==> src/design/ssc_pkg.sv <==
// Shared types, constants and helpers for the servo sweep controller.
package ssc_pkg;

  // Command codes carried on the input tuser field
  typedef enum logic [2:0] {
    OP_TICK  = 3'd0,
    OP_SET   = 3'd1,
    OP_GLIDE = 3'd2,
    OP_OSC   = 3'd3,
    OP_STOP  = 3'd4
  } op_e;

  localparam logic [7:0] CenterOffset = 8'd90;
  localparam logic [7:0] AngleMax     = 8'd180;

  // One result item as it leaves the step logic
  typedef struct packed {
    logic       moving;
    logic       angle_written;
    logic [7:0] servo_angle;
  } res_t;

  // Offset a centre-relative angle by 90 and clamp to 0..180
  function automatic logic [7:0] to_servo(logic [7:0] rel);
    logic signed [8:0] sum;
    sum = $signed({rel[7], rel}) + $signed({1'b0, CenterOffset});
    if (sum < 9'sd0) begin
      return 8'd0;
    end else if (sum > $signed({1'b0, AngleMax})) begin
      return AngleMax;
    end else begin
      return sum[7:0];
    end
  endfunction

endpackage

==> src/design/servo_sweep_controller_unit.sv <==
// Top level of the servo sweep controller: input register, step core, result register.
//
//  Channel  | Direction | tdata (low bit up)             | tuser
//  s_axis   | in        | angle_a[7:0], angle_b[15:8]    | operation[2:0]
//  m_axis   | out       | servo_angle[7:0], angle_written[8], moving[9], zero[15:10] | -
//
// Each command passes through the input register and then the result
// register before its result appears on m_axis; one command is accepted
// per cycle while m_axis does not stall. The sweep state changes in the
// cycle a command moves from the input register to the result register.
// Reset leaves the angle at 90 degrees with no motion. A stall on m_axis
// holds both registers and backs up to s_axis_tready_o through the same chain.
module servo_sweep_controller_unit (
  input  logic        clk_i,
  input  logic        rst_ni,
  input  logic        s_axis_tvalid_i,
  output logic        s_axis_tready_o,
  input  logic [15:0] s_axis_tdata_i,  // angle_a[7:0], angle_b[15:8]
  input  logic [2:0]  s_axis_tuser_i,  // operation[2:0]
  output logic        m_axis_tvalid_o,
  input  logic        m_axis_tready_i,
  output logic [15:0] m_axis_tdata_o   // servo_angle[7:0], angle_written[8], moving[9]
);

  logic          in_valid_q;
  logic [2:0]    op_q;
  logic [7:0]    angle_a_q, angle_b_q;
  logic          out_valid_q;
  ssc_pkg::res_t res_q;
  ssc_pkg::res_t res_d;
  logic          advance;

  // Hand a command on when the result register is free or being emptied
  assign advance         = in_valid_q && (!out_valid_q || m_axis_tready_i);
  assign s_axis_tready_o = !in_valid_q || advance;

  // Input register
  always_ff @(posedge clk_i or negedge rst_ni) begin
    if (!rst_ni) begin
      in_valid_q <= 1'b0;
    end else if (s_axis_tready_o) begin
      in_valid_q <= s_axis_tvalid_i;
    end
  end

  always_ff @(posedge clk_i) begin
    if (s_axis_tready_o && s_axis_tvalid_i) begin
      op_q      <= s_axis_tuser_i;
      angle_a_q <= s_axis_tdata_i[7:0];
      angle_b_q <= s_axis_tdata_i[15:8];
    end
  end

  ssc_core u_core (
    .clk_i     (clk_i),
    .rst_ni    (rst_ni),
    .commit_i  (advance),
    .op_i      (op_q),
    .angle_a_i (angle_a_q),
    .angle_b_i (angle_b_q),
    .result_o  (res_d)
  );

  // Result register
  always_ff @(posedge clk_i or negedge rst_ni) begin
    if (!rst_ni) begin
      out_valid_q <= 1'b0;
    end else if (!out_valid_q || m_axis_tready_i) begin
      out_valid_q <= in_valid_q;
    end
  end

  always_ff @(posedge clk_i) begin
    if (advance) begin
      res_q <= res_d;
    end
  end

  assign m_axis_tvalid_o = out_valid_q;
  assign m_axis_tdata_o  = {6'd0, res_q.moving, res_q.angle_written, res_q.servo_angle};

endmodule

==> src/design/ssc_core.sv <==
// Sweep state registers and the combinational step logic for one command.
module ssc_core (
  input  logic             clk_i,
  input  logic             rst_ni,
  input  logic             commit_i,
  input  logic [2:0]       op_i,
  input  logic [7:0]       angle_a_i,
  input  logic [7:0]       angle_b_i,
  output ssc_pkg::res_t    result_o
);

  logic [7:0] angle_now_q, angle_now_d;
  logic [7:0] start_end_q, start_end_d;
  logic [7:0] target_end_q, target_end_d;
  logic       active_q, active_d;
  logic       single_q, single_d;

  logic [7:0] a_abs, b_abs, lo, hi, stepped;
  logic       written;

  // Convert the command angles to servo degrees
  assign a_abs = ssc_pkg::to_servo(angle_a_i);
  assign b_abs = ssc_pkg::to_servo(angle_b_i);
  assign lo    = (a_abs < b_abs) ? a_abs : b_abs;
  assign hi    = (a_abs < b_abs) ? b_abs : a_abs;

  // One degree toward the target end
  always_comb begin
    if (angle_now_q < target_end_q) begin
      stepped = angle_now_q + 8'd1;
    end else if (angle_now_q > target_end_q) begin
      stepped = angle_now_q - 8'd1;
    end else begin
      stepped = angle_now_q;
    end
  end

  // Work out the next state for the command in hand
  always_comb begin
    angle_now_d  = angle_now_q;
    start_end_d  = start_end_q;
    target_end_d = target_end_q;
    active_d     = active_q;
    single_d     = single_q;
    written      = 1'b0;
    case (ssc_pkg::op_e'(op_i))
      ssc_pkg::OP_TICK: begin
        if (active_q) begin
          angle_now_d = stepped;
          written     = (angle_now_q != target_end_q);
          if (stepped == target_end_q) begin
            if (single_q) begin
              active_d = 1'b0;
              single_d = 1'b0;
            end else begin
              start_end_d  = target_end_q;
              target_end_d = start_end_q;
            end
          end
        end
      end
      ssc_pkg::OP_SET: begin
        angle_now_d  = a_abs;
        start_end_d  = a_abs;
        target_end_d = a_abs;
        active_d     = 1'b0;
        single_d     = 1'b0;
        written      = 1'b1;
      end
      ssc_pkg::OP_GLIDE: begin
        start_end_d  = angle_now_q;
        target_end_d = a_abs;
        single_d     = 1'b1;
        active_d     = 1'b1;
      end
      ssc_pkg::OP_OSC: begin
        // Outside the range the nearer end wins; a tie is only possible when
        // both ends coincide, so either choice gives the same angle
        if (angle_now_q < lo) begin
          angle_now_d = lo;
          written     = 1'b1;
        end else if (angle_now_q > hi) begin
          angle_now_d = hi;
          written     = 1'b1;
        end
        start_end_d  = lo;
        target_end_d = hi;
        single_d     = 1'b0;
        active_d     = 1'b1;
      end
      ssc_pkg::OP_STOP: begin
        active_d = 1'b0;
        single_d = 1'b0;
      end
      default: begin
        // Unused codes leave everything as it is
      end
    endcase
  end

  assign result_o.servo_angle   = angle_now_d;
  assign result_o.angle_written = written;
  assign result_o.moving        = active_d;

  // Advance the state only when the command is handed on
  always_ff @(posedge clk_i or negedge rst_ni) begin
    if (!rst_ni) begin
      angle_now_q  <= ssc_pkg::CenterOffset;
      start_end_q  <= ssc_pkg::CenterOffset;
      target_end_q <= ssc_pkg::CenterOffset;
      active_q     <= 1'b0;
      single_q     <= 1'b0;
    end else if (commit_i) begin
      angle_now_q  <= angle_now_d;
      start_end_q  <= start_end_d;
      target_end_q <= target_end_d;
      active_q     <= active_d;
      single_q     <= single_d;
    end
  end

  // The servo angle never leaves its mechanical range
  a_angle_range: assert property (@(posedge clk_i) disable iff (!rst_ni)
    angle_now_q <= ssc_pkg::AngleMax)
    else $error("servo angle beyond range");

  // A single move is always an active motion
  a_single_active: assert property (@(posedge clk_i) disable iff (!rst_ni)
    single_q |-> active_q)
    else $error("single move flagged while idle");

  // A tick while idle leaves the angle untouched
  a_idle_tick: assert property (@(posedge clk_i) disable iff (!rst_ni)
    (commit_i && op_i == ssc_pkg::OP_TICK && !active_q) |=> $stable(angle_now_q))
    else $error("idle tick moved the angle");

  // Stop always ends the motion
  a_stop: assert property (@(posedge clk_i) disable iff (!rst_ni)
    (commit_i && op_i == ssc_pkg::OP_STOP) |=> !active_q)
    else $error("stop left a motion active");

endmodule

==> config.mk <==
export PLATFORM = sky130hd
export DESIGN_NAME = servo_sweep_controller_unit
export DESIGN_NICKNAME = d
export VERILOG_FILES = /design/src/design/ssc_pkg.sv /design/src/design/servo_sweep_controller_unit.sv /design/src/design/ssc_core.sv
export SDC_FILE = /design/constraint.sdc
export NUM_CORES = 1
export LEC_CHECK = 0
export ABC_AREA = 1
export BUFFER_PORTS_ARGS = -buffer_cell sky130_fd_sc_hd__buf_2
export CORE_MARGIN = 2
export CORE_UTILIZATION = 60
export CTS_BUF_LIST = sky130_fd_sc_hd__clkbuf_4
export DETAILED_ROUTE_END_ITERATION = 8
export PLACE_DENSITY_LB_ADDON = 0.1
export SLEW_MARGIN = 40
export SYNTH_ARGS = -nofsm -noshare
export SYNTH_HDL_FRONTEND = slang
export SYNTH_HIERARCHICAL = 1
export SYNTH_SLANG_ARGS = --single-unit
==> constraint.sdc <==
create_clock -name clk_i -period 6.1 [get_ports clk_i]
set_input_delay 0 -clock clk_i [delete_from_list [all_inputs] [get_ports clk_i]]
set_output_delay 0 -clock clk_i [all_outputs]
set_load 0.01 [all_outputs]
=== After elaboration in Yosys (flattened, before gate mapping) ===
Cells that the tools add are included.

* Bits in registers: 57
* Bits of input ports: 23
* Output and inout port bits: 18
* Word-level logic and storage cells: 83

* Add/sub/neg operators: 4
* $lt $le $gt $ge: 9
* Equality and inequality tests: 9
* Multiplexer cells: 31
* Reduce and logical (&&, ||, !) cells: 17

{| class="wikitable"
|+ Operators by type and width
! kind !! number
|-
| $mux W8 || 17
|-
| $pmux W8 S3 || 2
|-
| $pmux W8 S4 || 1
|-
| $lt A8 B8 Y1 || 3
|-
| $add A8 B8 Y9 const B || 2
|-
| $gt A9 B9 Y1 const B || 2
|-
| $lt A9 B1 Y1 const B || 2
|-
| $gt A8 B8 Y1 || 2
|-
| $reduce_and A5 Y1 || 2
|-
| $pmux W1 S3 || 3
|-
| $add A8 B1 Y8 const B || 1
|-
| $eq A8 B8 Y1 || 1
|-
| $mux W1 || 8
|-
| $ne A8 B8 Y1 || 1
|-
| $sub A8 B1 Y8 const B || 1
|-
| $eq A3 B2 Y1 const B || 2
|-
| $reduce_bool A3 Y1 || 2
|-
| $reduce_or A2 Y1 || 3
|-
| $ne A2 B1 Y1 const B || 2
|-
| $reduce_and A4 Y1 || 1
|-
| $reduce_bool A4 Y1 || 1
|-
| $eq A3 B1 Y1 const B || 1
|-
| $eq A3 B3 Y1 const B || 1
|-
| $logic_not A3 Y1 || 1
|-
| 5 further kinds || 8
|}

=== Logic depth before layout (Yosys ltp) ===
* Word-level depth: 10
* Depth in mapped cells: 40
* Gate-level depth less buffers: 38

=== Hierarchy ===
Netlist, hierarchy kept.

{| class="wikitable"
|+ By module, submodules not included
! module !! instances !! cells an instance !! area each (um^2) !! seq. area each (um^2)
|-
| ssc_core || 1 || 574 || 3,726.1 || 665.6
|-
| servo_sweep_controller_unit || 1 || 48 || 1,014.7 || 920.9
|}

=== Worst setup path after synthesis ===
OpenSTA, ideal clock, no wires.

* Path type: register to register
* Start: reg angle_a_q[1]
* End: reg res_q, in the netlist m_axis_tdata_o[3], data pin
* Setup time: 0.256 ns
* Arrival time: 4.508 ns
* Required time: 5.844 ns
* Setup slack: 1.335 ns
* Stages on the path, launching flop included: 33
* Path buffers: 2
* Clock period less this slack: 4.765 ns
* Path through: edfxtp_1 -> ha_1 -> nor2_1 -> nand2_1 -> nand2_2 -> nand3_1 -> nand2_4 -> inv_2 -> a21oi_1 -> nand2_1 -> nand3_2 -> inv_1 -> a21oi_1 -> inv_1 -> ha_1 -> a21oi_1 -> nor2_1 -> a211oi_1 -> nand2_4 -> buf_6 -> o21ai_1 -> inv_1 -> ha_1 -> nand2_1 -> o21ai_0 -> nand2_1 -> a21oi_1 -> clkbuf_1 -> nand2_1 -> o21ai_0 -> nand2_2 -> nand3_2 -> a21boi_1

{| class="wikitable"
|+ RTL lines
! what !! RTL line !! text
|-
| start: declaration || servo_sweep_controller_unit.sv:27 || <nowiki>logic [7:0] angle_a_q, angle_b_q;</nowiki>
|-
| start signal: assignment || servo_sweep_controller_unit.sv:49 || <nowiki>angle_a_q <= s_axis_tdata_i[7:0];</nowiki>
|-
| end signal: assignment || servo_sweep_controller_unit.sv:75 || <nowiki>res_q <= res_d;</nowiki>
|-
| end: declaration || servo_sweep_controller_unit.sv:29 || <nowiki>ssc_pkg::res_t res_q;</nowiki>
|}

=== Worst setup path in the final report ===
* Start: reg angle_a_q[1]
* End: reg u_core.angle_now_q[5]

* Cells in the longest elaborated chain, start to end: 10
* Elaborated cells on any way between the ends: 13
* Those cells by class: add/sub (1); order compare (5); mux (7)

{| class="wikitable"
|+ Ends and longest elaborated chain
! what !! RTL line !! text
|-
| $add A8 B8 Y9 * || ssc_pkg.sv:26 || <nowiki>sum = $signed({rel[7], rel}) + $signed({1'b0, CenterOffset});</nowiki>
|-
| $gt A9 B9 Y1 || ssc_pkg.sv:29 || <nowiki>end else if (sum > $signed({1'b0, AngleMax})) begin</nowiki>
|-
| $mux W8 || ssc_pkg.sv:29 ||
|-
| $mux W8 * || ssc_pkg.sv:27 || <nowiki>if (sum < 9'sd0) begin</nowiki>
|-
| $lt A8 B8 Y1 || ssc_core.sv:24, ssc_core.sv:25 ||
|-
| $mux W8 || ssc_core.sv:25 || <nowiki>assign hi = (a_abs < b_abs) ? b_abs : a_abs;</nowiki>
|-
| $gt A8 B8 Y1 || ssc_core.sv:82 || <nowiki>end else if (angle_now_q > hi) begin</nowiki>
|-
| $mux W8 || ssc_core.sv:82 ||
|-
| $mux W8 || ssc_core.sv:79 || <nowiki>if (angle_now_q < lo) begin</nowiki>
|-
| $pmux W8 S3 * || ssc_core.sv:46 || <nowiki>case (ssc_pkg::op_e'(op_i))</nowiki>
|-
| end signal: assignment || ssc_core.sv:108 || <nowiki>angle_now_q <= ssc_pkg::CenterOffset;</nowiki>
|-
| end signal: assignment || ssc_core.sv:114 || <nowiki>angle_now_q <= angle_now_d;</nowiki>
|-
| end: declaration || ssc_core.sv:12 || <nowiki>logic [7:0] angle_now_q, angle_now_d;</nowiki>
|}

Mark *: on every way between the ends. The rest lies on a longest branch, timed or not.
A chain may end at the register's enable or synchronous reset.

==> impl_metrics.py <==
metrics = {
    "critical_path": {
        "critPathRequiredTime_ns": 6.38,
        "r2r_slack_ns": 0.73,
        "critPathKind": "reg -> reg",
        "critPathCaptureType": "flip-flop",
        "reg2reg_depth": 32,
        "cp.buffers_inverters": 5,
        "slowest_delay_ns": 0.61,
        "cp_max_fo": 31,
        "reg2reg_from": "angle_a_q[1]",
        "cp-start-kind": "flip-flop",
        "r2r_end": "u_core/angle_now_q[5]",
        "cp_slowest_cell": "o21ai_1",
        "crit_family": "compound AO/OA/AOI/OAI gates",
        "worst-endpoint-arrival_ns": 5.65,
    },
    "logic_synthesis": {
        "synthTopCellsByArea": "edfxtp_1, nand2_1, ha_1",
        "yosys.area.top_type_share_pct": 18.4,
        "synthArstFlopShare_pct": 49.1,
        "yosys_warnings": 6,
        "yosysUniqueCellTypes": 47,
        "synth_ff_type": "edfxtp_1",
        "synth_area_per_cell_um2": 7.62,
        "yosysTopAreaCell": "edfxtp_1",
        "synth_seq_area_share_pct": 33.5,
        "syn_area_mm2": 0.00474,
        "synthCells": 622,
        "synth_edf_count": 29,
        "ys_ff_latch": 57,
    },
    "grt": {
        "grt_max_degree": 32,
        "antenna_found_initial": 0,
        "grt.total_usage_pct": 31.1,
        "grt_pass1_vias": 4200,
        "overflow": 0,
        "grt_first_pass_wirelength_mm": 20.8,
    },
    "placed_design": {
        "dpl-instance-area_mm2": 0.00499,
        "port_buffers": 34,
        "hpwl_mm": 9.62,
        "gp_congestion": 0.973,
    },
    "sta": {
        "layout_min_cycle_time_ns": 5.37,
        "worst_clock_skew_ns": 0.0183,
        "fmax_mhz": 186,
        "maxSlewViolCount": 0,
        "tns_ns": 0,
        "relSlewSlack_pct": 44.7,
        "finalSetupViolations": 0,
        "fin_hold_ws_ns": 0.142,
        "fin_crit_sh_pct": 88.0,
        "rsz0062_at_grt": "false",
        "hold_violations": 0,
        "worst_slew_pin_slew_ns": 0.823,
    },
    "power_and_ir_drop": {
        "ir_drop_uv": 188,
        "powerDensity_mw_per_mm2": 337,
        "power.switching_mw": 0.841,
        "p_leak_nw": 2.54,
        "comb_power_share_pct": 52.4,
        "seqPwrFrac_pct": 32.7,
        "clock_power_share_pct": 14.9,
        "p_int_mw": 0.967,
        "p_sw_share_pct": 46.5,
    },
    "clock_tree": {
        "post_cts_resized": 0,
        "clkLatencyLatePin_ns": 0.41,
        "h-tree-depth": 3,
        "cts_num_sinks": 57,
        "path_clk_slew_ns": 0.11,
        "cts_tree": "done",
        "max-clock-path-buffers": 2,
        "cts_setup_buffers": 0,
        "clock-root-buffer": "clkbuf_4",
        "cts-buffers-inserted": 9,
        "holdBufCountCts": 23,
    },
    "layout": {
        "layout_common_cells": "nand2_1, inv_1, nor2_1, buf_2, ha_1",
        "finish.utilization_pct": 69.8,
        "drive_above_1_share_pct": 18.0,
        "n_antenna_cell": 0,
        "area_growth_syn_to_layout_pct": 13.2,
        "fillers": 656,
        "fin_area_mm2": 0.00537,
        "finalNetCount": 740,
        "final_common_cell": "nand2_1",
    },
    "floorplanning": {
        "num_rows": 32,
        "fp.dieH_um": 92.9,
        "fp.coreArea_mm2": 0.00769,
        "ioPinCount": 41,
        "die_w_um": 92.9,
        "start_util_pct": 61.7,
        "die_area_mm2": 0.00863,
    },
    "routing": {
        "vias": 4470,
        "dr.first_iter.drc_count": 465,
        "ant_nets": 0,
        "drcViolationCount": 0,
        "vias_per_cell": 5.66,
        "wl_per_cell_um": 16.2,
        "wl_mm": 12.8,
        "dr.pass1.iters": 5,
    },
    "status": {
        "status": "completed",
    },
    "hold_path": {
        "hold_path.class": "in -> async",
    },
    "flow_run": {
        "drv_cap": 0,
    },
}
-- worst max path at each step --
stage	end	startpoint	cells after the start	slack, ns
after floorplan	m_axis_tdata_o[3]	angle_a_q[1]	32	1.34
after global placement	m_axis_tdata_o[6]	angle_a_q[1]	26	0.90
after detailed placement	u_core/angle_now_q[5]	angle_a_q[1]	28	0.74
after CTS	u_core/angle_now_q[5]	angle_a_q[1]	29	0.69
after global routing	u_core/angle_now_q[2]	angle_a_q[1]	33	0.25
final	u_core/angle_now_q[5]	angle_a_q[1]	32	0.73
-- registers in the layout (all words and copies together), names as in the netlist, 3 cells and up --
name and flops:
m_axis_tdata_o 10, angle_a_q 8, angle_b_q 8, u_core/angle_now_q 8
u_core/start_end_q 8, u_core/target_end_q 8, op_q 3
-- cells by family (layout without fill, tap and decap cells) --
group	count (synthesis)	after routing	share of synthesized area, %
xor gates and xnor gates	18	18	3.33
muxes	1	1	0.211
adders and majority gates	34	34	8.97
AOI/OAI and AO/OA	117	117	15.9
buffers and inverters	107	168	9.63
DFF	57	57	33.5
other	1	6	0.0791
and+or+nand+nor	287	287	28.5
-- stage by stage --
stage / power (mW) / instances / worst slack [ns]
floorplan: 1.28 / 627 / 1.34
global placement: 1.47 / 751 / 0.897
detailed placement: 1.50 / 751 / 0.737
CTS: 1.79 / 790 / 0.690
global route: 1.96 / 790 / 0.245
finish: 1.81 / 790 / 0.733
-- area by class of cell --
class                   count  area, um2  area share, %
inverters                  88        330           6.16
clock inverters             6       58.8           1.10
multi-input cells         463       2740           51.0
flip-flops and latches     57       1590           29.6
repair buffers             64        453           8.44
well taps                 102        128           2.38
clock buffers              10       75.1           1.40
-- cells in the mapped netlist (3+ instances only) --
cell type / n
dfstp_2: 12
o21ai_0: 25
a21oi_1: 20
o2111ai_1: 6
edfxtp_1: 29
clkinv_1: 4
nor2_1: 46
inv_2: 11
a21boi_1: 8
buf_2: 5
nand2_4: 3
xor2_1: 18
a41oi_1: 8
dfrtp_1: 16
a211oi_1: 5
nand3_1: 27
nor3_1: 9
o221ai_1: 6
nand4_1: 8
nand3_2: 12
nand2_2: 14
o21ai_1: 22
o21ai_2: 4
inv_1: 73
nand2_1: 159
buf_4: 9
ha_1: 34
-- metal layers --
layer | up-vias | global-route usage, % | share of wire, %
met2 | 191 | 47.6 | 44
met5 | - | 0 | 0
met3 | 29 | 3.91 | 6.8
met4 | 0 | 12.1 | 3.0
met1 | 2038 | 44.9 | 46
li1 | 2212 | - | -
-- power by group through the flow --
stage	registers (mW)	logic (mW)	clock network (mW)
after floorplan	0.571	0.707	0
after global placement	0.594	0.880	0
after detailed placement	0.597	0.903	0
after CTS	0.589	0.921	0.279
after global routing	0.603	1.07	0.288
final	0.591	0.947	0.270
No activity file was read; power rests on OpenSTA's default activity.
